--- src/design/sfd_pkg.sv ---
`default_nettype none
package sfd_pkg;

  localparam int MAX_FRAME_BYTES = 1024;

  localparam int BYTE_W   = 8;
  localparam int INDEX_W  = 10;
  localparam int WORD16_W = 16;
  localparam int STATUS_W = 2;

  // Frame position counter; the last byte of a legal frame sits at MAX_FRAME_BYTES - 1.
  localparam int POS_W = $clog2(MAX_FRAME_BYTES);
  // Length arithmetic is done one bit wider than the length field.
  localparam int LEN_EXT_W = WORD16_W + 1;

  localparam logic [POS_W-1:0] POS_HUNT    = POS_W'(0);
  localparam logic [POS_W-1:0] POS_USER    = POS_W'(1);
  localparam logic [POS_W-1:0] POS_TYPE    = POS_W'(2);
  localparam logic [POS_W-1:0] POS_LEN_LO  = POS_W'(3);
  localparam logic [POS_W-1:0] POS_LEN_HI  = POS_W'(4);
  localparam logic [POS_W-1:0] POS_ID_LO   = POS_W'(5);
  localparam logic [POS_W-1:0] POS_ID_HI   = POS_W'(6);
  localparam logic [POS_W-1:0] POS_PAYLOAD = POS_W'(7);

  localparam logic [LEN_EXT_W-1:0] FRAME_OVERHEAD  = LEN_EXT_W'(8);
  localparam logic [LEN_EXT_W-1:0] PAYLOAD_START   = LEN_EXT_W'(7);
  localparam logic [LEN_EXT_W-1:0] FRAME_LIMIT     = LEN_EXT_W'(MAX_FRAME_BYTES);

  localparam logic [STATUS_W-1:0] STATUS_GOOD     = 2'd0;
  localparam logic [STATUS_W-1:0] STATUS_BAD_SUM  = 2'd1;
  localparam logic [STATUS_W-1:0] STATUS_TOO_LONG = 2'd2;

  localparam logic [0:0] REG_HEADER  = 1'b0;
  localparam logic [0:0] REG_USER_ID = 1'b1;

  localparam int RESULT_BITS  = BYTE_W + INDEX_W + BYTE_W + WORD16_W + WORD16_W + STATUS_W;
  localparam int OUT_TDATA_W  = ((RESULT_BITS + 7) / 8) * 8;
  localparam int OUT_PAD_W    = OUT_TDATA_W - RESULT_BITS;

  typedef struct packed {
    logic [BYTE_W-1:0] header_value;
    logic [BYTE_W-1:0] user_id_value;
  } sfd_cfg_t;

  typedef struct packed {
    logic [BYTE_W-1:0]   data_byte;
    logic [INDEX_W-1:0]  byte_index;
    logic [BYTE_W-1:0]   frame_type;
    logic [WORD16_W-1:0] message_id;
    logic [WORD16_W-1:0] payload_length;
    logic [STATUS_W-1:0] status;
    logic                last;
  } sfd_result_t;

endpackage
`default_nettype wire

--- src/design/serial_frame_deframer_top.sv ---
`default_nettype none
// A result is registered and appears on the out channel in the cycle after the byte that causes it.
// Throughput: one byte per cycle while the input is not stalled; the parser state updates once per accepted byte.
// The input is stalled only while a held result is not taken by the sink.
// Reset (rst_n low, synchronous) returns the parser to header hunting, clears the
// running sum and held header fields, and loads header 0xA5 and user id 0x01.
module serial_frame_deframer_top (
  input  wire logic                             clk,
  input  wire logic                             rst_n,
  input  wire logic                             cfg_we,
  input  wire logic [0:0]                       cfg_addr,
  input  wire logic [sfd_pkg::BYTE_W-1:0]       cfg_wdata,
  input  wire logic                             in_tvalid,
  output logic                                  in_tready,
  input  wire logic [sfd_pkg::BYTE_W-1:0]       in_tdata,   // rx_byte
  output logic                                  out_tvalid,
  input  wire logic                             out_tready,
  // data_byte, byte_index, frame_type, message_id, payload_length, status, zero fill
  output logic [sfd_pkg::OUT_TDATA_W-1:0]       out_tdata,
  output logic                                  out_tlast
);
  import sfd_pkg::*;

  sfd_cfg_t    cfg_r;
  logic        in_fire;
  logic        res_valid;
  sfd_result_t res;
  logic        out_valid_r;
  sfd_result_t out_r;

  always_ff @(posedge clk) begin
    if (!rst_n) begin
      cfg_r.header_value  <= 8'hA5;
      cfg_r.user_id_value <= 8'h01;
    end else if (cfg_we) begin
      case (cfg_addr)
        REG_HEADER:  cfg_r.header_value  <= cfg_wdata;
        REG_USER_ID: cfg_r.user_id_value <= cfg_wdata;
        default: ;
      endcase
    end
  end

  assign in_tready = !out_valid_r || out_tready;
  assign in_fire   = in_tvalid && in_tready;

  sfd_parser u_parser (
    .clk       (clk),
    .rst_n     (rst_n),
    .byte_fire (in_fire),
    .rx_byte   (in_tdata),
    .cfg       (cfg_r),
    .res_valid (res_valid),
    .res       (res)
  );

  always_ff @(posedge clk) begin
    if (!rst_n) begin
      out_valid_r <= 1'b0;
    end else if (in_tready) begin
      out_valid_r <= in_fire && res_valid;
    end
  end

  always_ff @(posedge clk) begin
    if (in_fire && res_valid) begin
      out_r <= res;
    end
  end

  assign out_tvalid = out_valid_r;
  assign out_tlast  = out_r.last;
  assign out_tdata  = {OUT_PAD_W'(0), out_r.status, out_r.payload_length, out_r.message_id,
                       out_r.frame_type, out_r.byte_index, out_r.data_byte};

  // Payload words never carry a status.
  a_payload_status: assert property (@(posedge clk) disable iff (!rst_n)
    out_tvalid && !out_tlast |-> out_r.status == STATUS_GOOD)
    else $error("payload word carries a nonzero status");

  // A payload index always lies inside the declared length.
  a_index_in_range: assert property (@(posedge clk) disable iff (!rst_n)
    out_tvalid && !out_tlast |-> WORD16_W'(out_r.byte_index) < out_r.payload_length)
    else $error("payload index beyond declared length");

  // The too-long status appears only for lengths that overflow the frame limit.
  a_too_long: assert property (@(posedge clk) disable iff (!rst_n)
    out_tvalid && out_r.status == STATUS_TOO_LONG |->
      out_tlast && (LEN_EXT_W'(out_r.payload_length) + FRAME_OVERHEAD) > FRAME_LIMIT)
    else $error("too-long status on a legal length");

  // Every end word, with a checksum verdict or a too-long status, has zero data and index.
  a_end_word: assert property (@(posedge clk) disable iff (!rst_n)
    out_tvalid && out_tlast |-> out_r.data_byte == '0 && out_r.byte_index == '0)
    else $error("end word carries payload data");

endmodule
`default_nettype wire

--- src/design/sfd_parser.sv ---
`default_nettype none
module sfd_parser (
  input  wire logic                       clk,
  input  wire logic                       rst_n,
  input  wire logic                       byte_fire,
  input  wire logic [sfd_pkg::BYTE_W-1:0] rx_byte,
  input  wire sfd_pkg::sfd_cfg_t          cfg,
  output logic                            res_valid,
  output sfd_pkg::sfd_result_t            res
);
  import sfd_pkg::*;

  logic [POS_W-1:0]    pos_r,  pos_nxt;
  logic [BYTE_W-1:0]   sum_r,  sum_nxt;
  logic [BYTE_W-1:0]   type_r, type_nxt;
  logic [WORD16_W-1:0] len_r,  len_nxt;
  logic [WORD16_W-1:0] id_r,   id_nxt;

  logic [BYTE_W-1:0]    sum_add;
  logic [LEN_EXT_W-1:0] pos_ext;
  logic [LEN_EXT_W-1:0] payload_end;
  logic [POS_W-1:0]     pos_off;
  logic                 too_long;

  assign sum_add     = sum_r + rx_byte;
  assign pos_ext     = LEN_EXT_W'(pos_r);
  assign payload_end = LEN_EXT_W'(len_r) + PAYLOAD_START;
  assign pos_off     = pos_r - POS_PAYLOAD;
  assign too_long    = (LEN_EXT_W'(len_r) + FRAME_OVERHEAD) > FRAME_LIMIT;

  always_comb begin
    pos_nxt   = pos_r;
    sum_nxt   = sum_r;
    type_nxt  = type_r;
    len_nxt   = len_r;
    id_nxt    = id_r;
    res_valid = 1'b0;
    res.data_byte      = '0;
    res.byte_index     = '0;
    res.frame_type     = type_r;
    res.message_id     = id_r;
    res.payload_length = len_r;
    res.status         = STATUS_GOOD;
    res.last           = 1'b0;

    case (pos_r)
      POS_HUNT: begin
        if (rx_byte == cfg.header_value) begin
          sum_nxt = rx_byte;
          pos_nxt = POS_USER;
        end
      end
      POS_USER: begin
        // A wrong user id is dropped and not retried as a header.
        if (rx_byte == cfg.user_id_value) begin
          sum_nxt = sum_add;
          pos_nxt = POS_TYPE;
        end else begin
          pos_nxt = POS_HUNT;
        end
      end
      POS_TYPE: begin
        sum_nxt  = sum_add;
        type_nxt = rx_byte;
        pos_nxt  = POS_LEN_LO;
      end
      POS_LEN_LO: begin
        sum_nxt = sum_add;
        len_nxt = {BYTE_W'(0), rx_byte};
        pos_nxt = POS_LEN_HI;
      end
      POS_LEN_HI: begin
        sum_nxt = sum_add;
        len_nxt = {rx_byte, len_r[BYTE_W-1:0]};
        pos_nxt = POS_ID_LO;
      end
      POS_ID_LO: begin
        sum_nxt = sum_add;
        id_nxt  = {BYTE_W'(0), rx_byte};
        pos_nxt = POS_ID_HI;
      end
      POS_ID_HI: begin
        sum_nxt = sum_add;
        id_nxt  = {rx_byte, id_r[BYTE_W-1:0]};
        res.message_id = {rx_byte, id_r[BYTE_W-1:0]};
        if (too_long) begin
          pos_nxt    = POS_HUNT;
          res_valid  = 1'b1;
          res.status = STATUS_TOO_LONG;
          res.last   = 1'b1;
        end else begin
          pos_nxt = POS_PAYLOAD;
        end
      end
      default: begin
        res_valid = 1'b1;
        if (pos_ext < payload_end) begin
          sum_nxt        = sum_add;
          pos_nxt        = pos_r + POS_W'(1);
          res.data_byte  = rx_byte;
          res.byte_index = INDEX_W'(pos_off);
        end else begin
          pos_nxt    = POS_HUNT;
          res.status = (sum_add == '0) ? STATUS_GOOD : STATUS_BAD_SUM;
          res.last   = 1'b1;
        end
      end
    endcase
  end

  always_ff @(posedge clk) begin
    if (!rst_n) begin
      pos_r  <= POS_HUNT;
      sum_r  <= '0;
      type_r <= '0;
      len_r  <= '0;
      id_r   <= '0;
    end else if (byte_fire) begin
      pos_r  <= pos_nxt;
      sum_r  <= sum_nxt;
      type_r <= type_nxt;
      len_r  <= len_nxt;
      id_r   <= id_nxt;
    end
  end

endmodule
`default_nettype wire
--- config.mk ---
export PLATFORM = sky130hd
export DESIGN_NAME = serial_frame_deframer_top
export DESIGN_NICKNAME = d
export VERILOG_FILES = /design/src/design/sfd_pkg.sv /design/src/design/serial_frame_deframer_top.sv /design/src/design/sfd_parser.sv
export SDC_FILE = /design/constraint.sdc
export NUM_CORES = 1
export LEC_CHECK = 0
export ABC_CLOCK_PERIOD_IN_PS = 8000
export BUFFER_PORTS_ARGS = -buffer_cell sky130_fd_sc_hd__buf_2
export CAP_MARGIN = 5
export CORE_MARGIN = 2
export CORE_UTILIZATION = 55
export DETAILED_ROUTE_END_ITERATION = 8
export PLACE_DENSITY_LB_ADDON = 0.25
export SLEW_MARGIN = 20
export SYNTH_ARGS = -nofsm -noshare
export SYNTH_HDL_FRONTEND = slang
export SYNTH_SLANG_ARGS = --single-unit
--- constraint.sdc ---
create_clock -name clk -period 8 [get_ports clk]
set_input_delay 2.4 -clock clk [delete_from_list [all_inputs] [get_ports clk]]
set_output_delay 2.4 -clock clk [all_outputs]
set_load 0.02 [all_outputs]
==> impl_metrics.env <==
export IMPL_drive_above_1_share_pct=19.44
export IMPL_chipHeight_um=112.9
export IMPL_fin_crit_sh_pct=65.17
export IMPL_fin_cells=863
export IMPL_finalClockSkew_ns=0.005885
export IMPL_core_area_sq_um=11520
export IMPL_netlist_area_sq_um=6519
export IMPL_grt_total_usage_pct=23.71
export IMPL_place_ws_ns=2.788
export IMPL_synth_edff_count=61
export IMPL_htreeDepth=4
export IMPL_die_x_um=112.9
export IMPL_synth_top_cell_by_area="edfxtp_1"
export IMPL_crit_type="in2out"
export IMPL_drc=5
export IMPL_fin_ws_ns=2.786
export IMPL_yosys_cell_types_count=59
export IMPL_grt_overflow=0
export IMPL_worstReg2RegStart="u_parser.len_r[0]$_SDFFE_PN0P_"
export IMPL_drtPass1Iterations=7
export IMPL_hold_viol=0
export IMPL_clk_latency_ns=0.42
export IMPL_gp_congestion=0.8746
export IMPL_startpoint="out_tready"
export IMPL_yosys_warnings=0
export IMPL_synthArstFlopShare_pct=0
export IMPL_utilization_pct=65.74
export IMPL_period_needed_ns=5.214
export IMPL_place_inst=830
export IMPL_grt_max_degree=67
export IMPL_cp_start_kind="input pin"
export IMPL_rows=39
export IMPL_mostFrequentLayoutCells="84 x buf_2, 75 x dfxtp_1, 70 x nor2_1, 70 x nand2_1, 61 x edfxtp_1"
export IMPL_peakVddDrop_mv=0.1317
export IMPL_start_util_pct=56.61
export IMPL_hpwl_um=10180
export IMPL_rr_endpoint="u_parser.sum_r[6]$_SDFFE_PN0P_"
export IMPL_synthCells=645
export IMPL_clockBufferDepth=2
export IMPL_slew_headroom_pct=35.97
export IMPL_failed_checks="DRC"
export IMPL_cts_resized=0
export IMPL_die_area_sq_um=12740
export IMPL_hold_class="reg2reg"
export IMPL_p_leak_nw=3.187
export IMPL_ys_top_cells_by_area="edfxtp_1 28%, dfxtp_1 23%, mux2i_1 4.8%"
export IMPL_fmax_mhz=191.8
export IMPL_ys_seq_area_share_pct=51.13
export IMPL_min_from="u_parser.type_r[7]$_SDFFE_PN0P_"
export IMPL_cap_violations=0
export IMPL_antenna_found_initial=0
export IMPL_ctsHoldBuffers=0
export IMPL_ff2ff_path_depth=15
export IMPL_synth_top_area_share_pct=28.10
export IMPL_arrival_ns=2.81
export IMPL_syn_area_per_cell_sq_um=10.11
export IMPL_drv_slew=0
export IMPL_clk_pin_slew_ns=0.05
export IMPL_clockRootBuffer="clkbuf_16"
export IMPL_endpoint_kind="output port"
export IMPL_power_density_nw_per_um2=237.7
export IMPL_drt_initial_drc_count=389
export IMPL_yosys_most_used_dff="dfxtp_1"
export IMPL_critPathMaxFanout=3
export IMPL_cts_tree="done"
export IMPL_port_buffers=84
export IMPL_area_delta_synth_final_pct=16.14
export IMPL_hold_depth=0
export IMPL_nNetsFinal=752
export IMPL_timing_reg2reg_setup_slack_ns=4.14
export IMPL_cts_sinks=136
export IMPL_grt_pass1_wl_um=23700
export IMPL_fin_setup_tns_ns=0
export IMPL_vias=4991
export IMPL_ant_nets=0
export IMPL_required_ns=5.60
export IMPL_drt_total_wl_um=14760
export IMPL_final_common_cell="buf_2"
export IMPL_setup_viol=0
export IMPL_fill_cells=909
export IMPL_diodes=0
export IMPL_run_status="finished, violations left"
export IMPL_cts_buffers=17
export IMPL_tightestPinTransition_ns=0.9605
export IMPL_post_cts_setup_buffers=0
export IMPL_ys_ff_latch=136
export IMPL_hold_end="out_tdata[25]$_DFFE_PP_"
export IMPL_grt_pass1_vias=4683
export IMPL_io_pins=89
export IMPL_rsz0062_at_grt="no"
export IMPL_wl_per_cell_um=17.11
export IMPL_vias_per_cell=5.783
logic make-up after synthesis:
| logic type | share of synthesized area [%] |
|---|---|
| AO/OA/AOI/OAI | 10.10 |
| XOR/XNOR | 5.643 |
| adder cells (fa/ha/maj) | 4.530 |
| buffers and inverters | 4.108 |
| flip-flops | 51.13 |
| multiplexers | 6.142 |
| other | 0.05753 |
| AND/OR/NAND/NOR | 18.29 |
where the power goes:
group | switching, W | internal [W]
Combinational | 0.000142 | 0.0000662
Clock | 0.000279 | 0.000533
Sequential | 0.0000143 | 0.000765
cell usage after synthesis (2+ instances only):
cell	count
dfxtp_1	75
nand2_1	70
nand3_1	39
nor2b_1	2
buf_1	2
a31oi_1	3
inv_1	14
nor3_1	7
xnor2_1	17
nand4_1	5
a211oi_1	4
buf_6	2
nand2b_1	6
clkbuf_1	30
nor2_1	71
o211ai_1	2
edfxtp_1	61
nor4_1	9
o21ai_0	18
ha_1	22
and2_1	11
a21oi_1	37
nand3b_1	4
and4_1	2
mux2i_1	31
a22oi_1	8
a21o_1	6
nor4b_1	4
xor2_1	25
a211oi_2	5
a41o_1	2
and3_1	7
mux2_2	8
buf_2	7
buf_4	5
stage by stage:
step           hold WS [ns]  cell area, sq um  total power, W
6_report             0.4333              7571        0.001799
5_1_grt              0.4392              7571        0.001859
4_1_cts              0.4331              7561        0.001806
3_5_place_dp         0.4200              6940        0.001000
3_3_place_gp         0.4164              6929       0.0009903
2_1_floorplan        0.4029              6530       0.0009475
worst max-delay path by stage:
stage                                 end  slack [ns]  depth (start not counted)
3_5_place_dp                    in_tready        2.79                          3
5_1_grt                         in_tready        2.77                          3
2_1_floorplan  out_tdata[0]$_SDFFCE_PP0P_        2.15                          3
3_3_place_gp                    in_tready        2.79                          3
4_1_cts                         in_tready        2.79                          3
6_report                        in_tready        2.79                          3
routing by layer:
metal | vias to the layer above | share of wire (%) | wire (um) | track usage [%]
met5 | - | 0 | 0 | 0
met4 | 0 | 1.8 | 272 | 9.024
met3 | 27 | 5.6 | 827 | 5.999
met2 | 173 | 50 | 7315 | 38.43
met1 | 2397 | 43 | 6350 | 30.89
li1 | 2394 | - | - | -
worst max-delay path, stage by stage:
cell and delay (ns):
buf_2 0.09, nand2b_1 0.15, buf_2 0.17
registers in the layout, summed over array words and instances, names as in the netlist:
name,count
u_parser.len_r,16
u_parser.type_r,8
cfg_r,16
out_tvalid,1
out_tlast,1
u_parser.sum_r,8
out_tdata,60
u_parser.pos_r,10
u_parser.id_r,16
layout make-up:
cell class                      instances  area [sq um]  share of cell area, %
Timing Repair Buffer                   86         432.9                  5.718
Multi-Input combinational cell        452          2952                  38.99
Clock inverter                          7         113.9                  1.504
Inverter                               14         53.80                 0.7106
Clock buffer                           25         506.7                  6.693
Tap cell                              143         178.9                  2.363
Sequential cell                       136          3333                  44.03
Note: power is estimated with default switching activity, not from simulation.
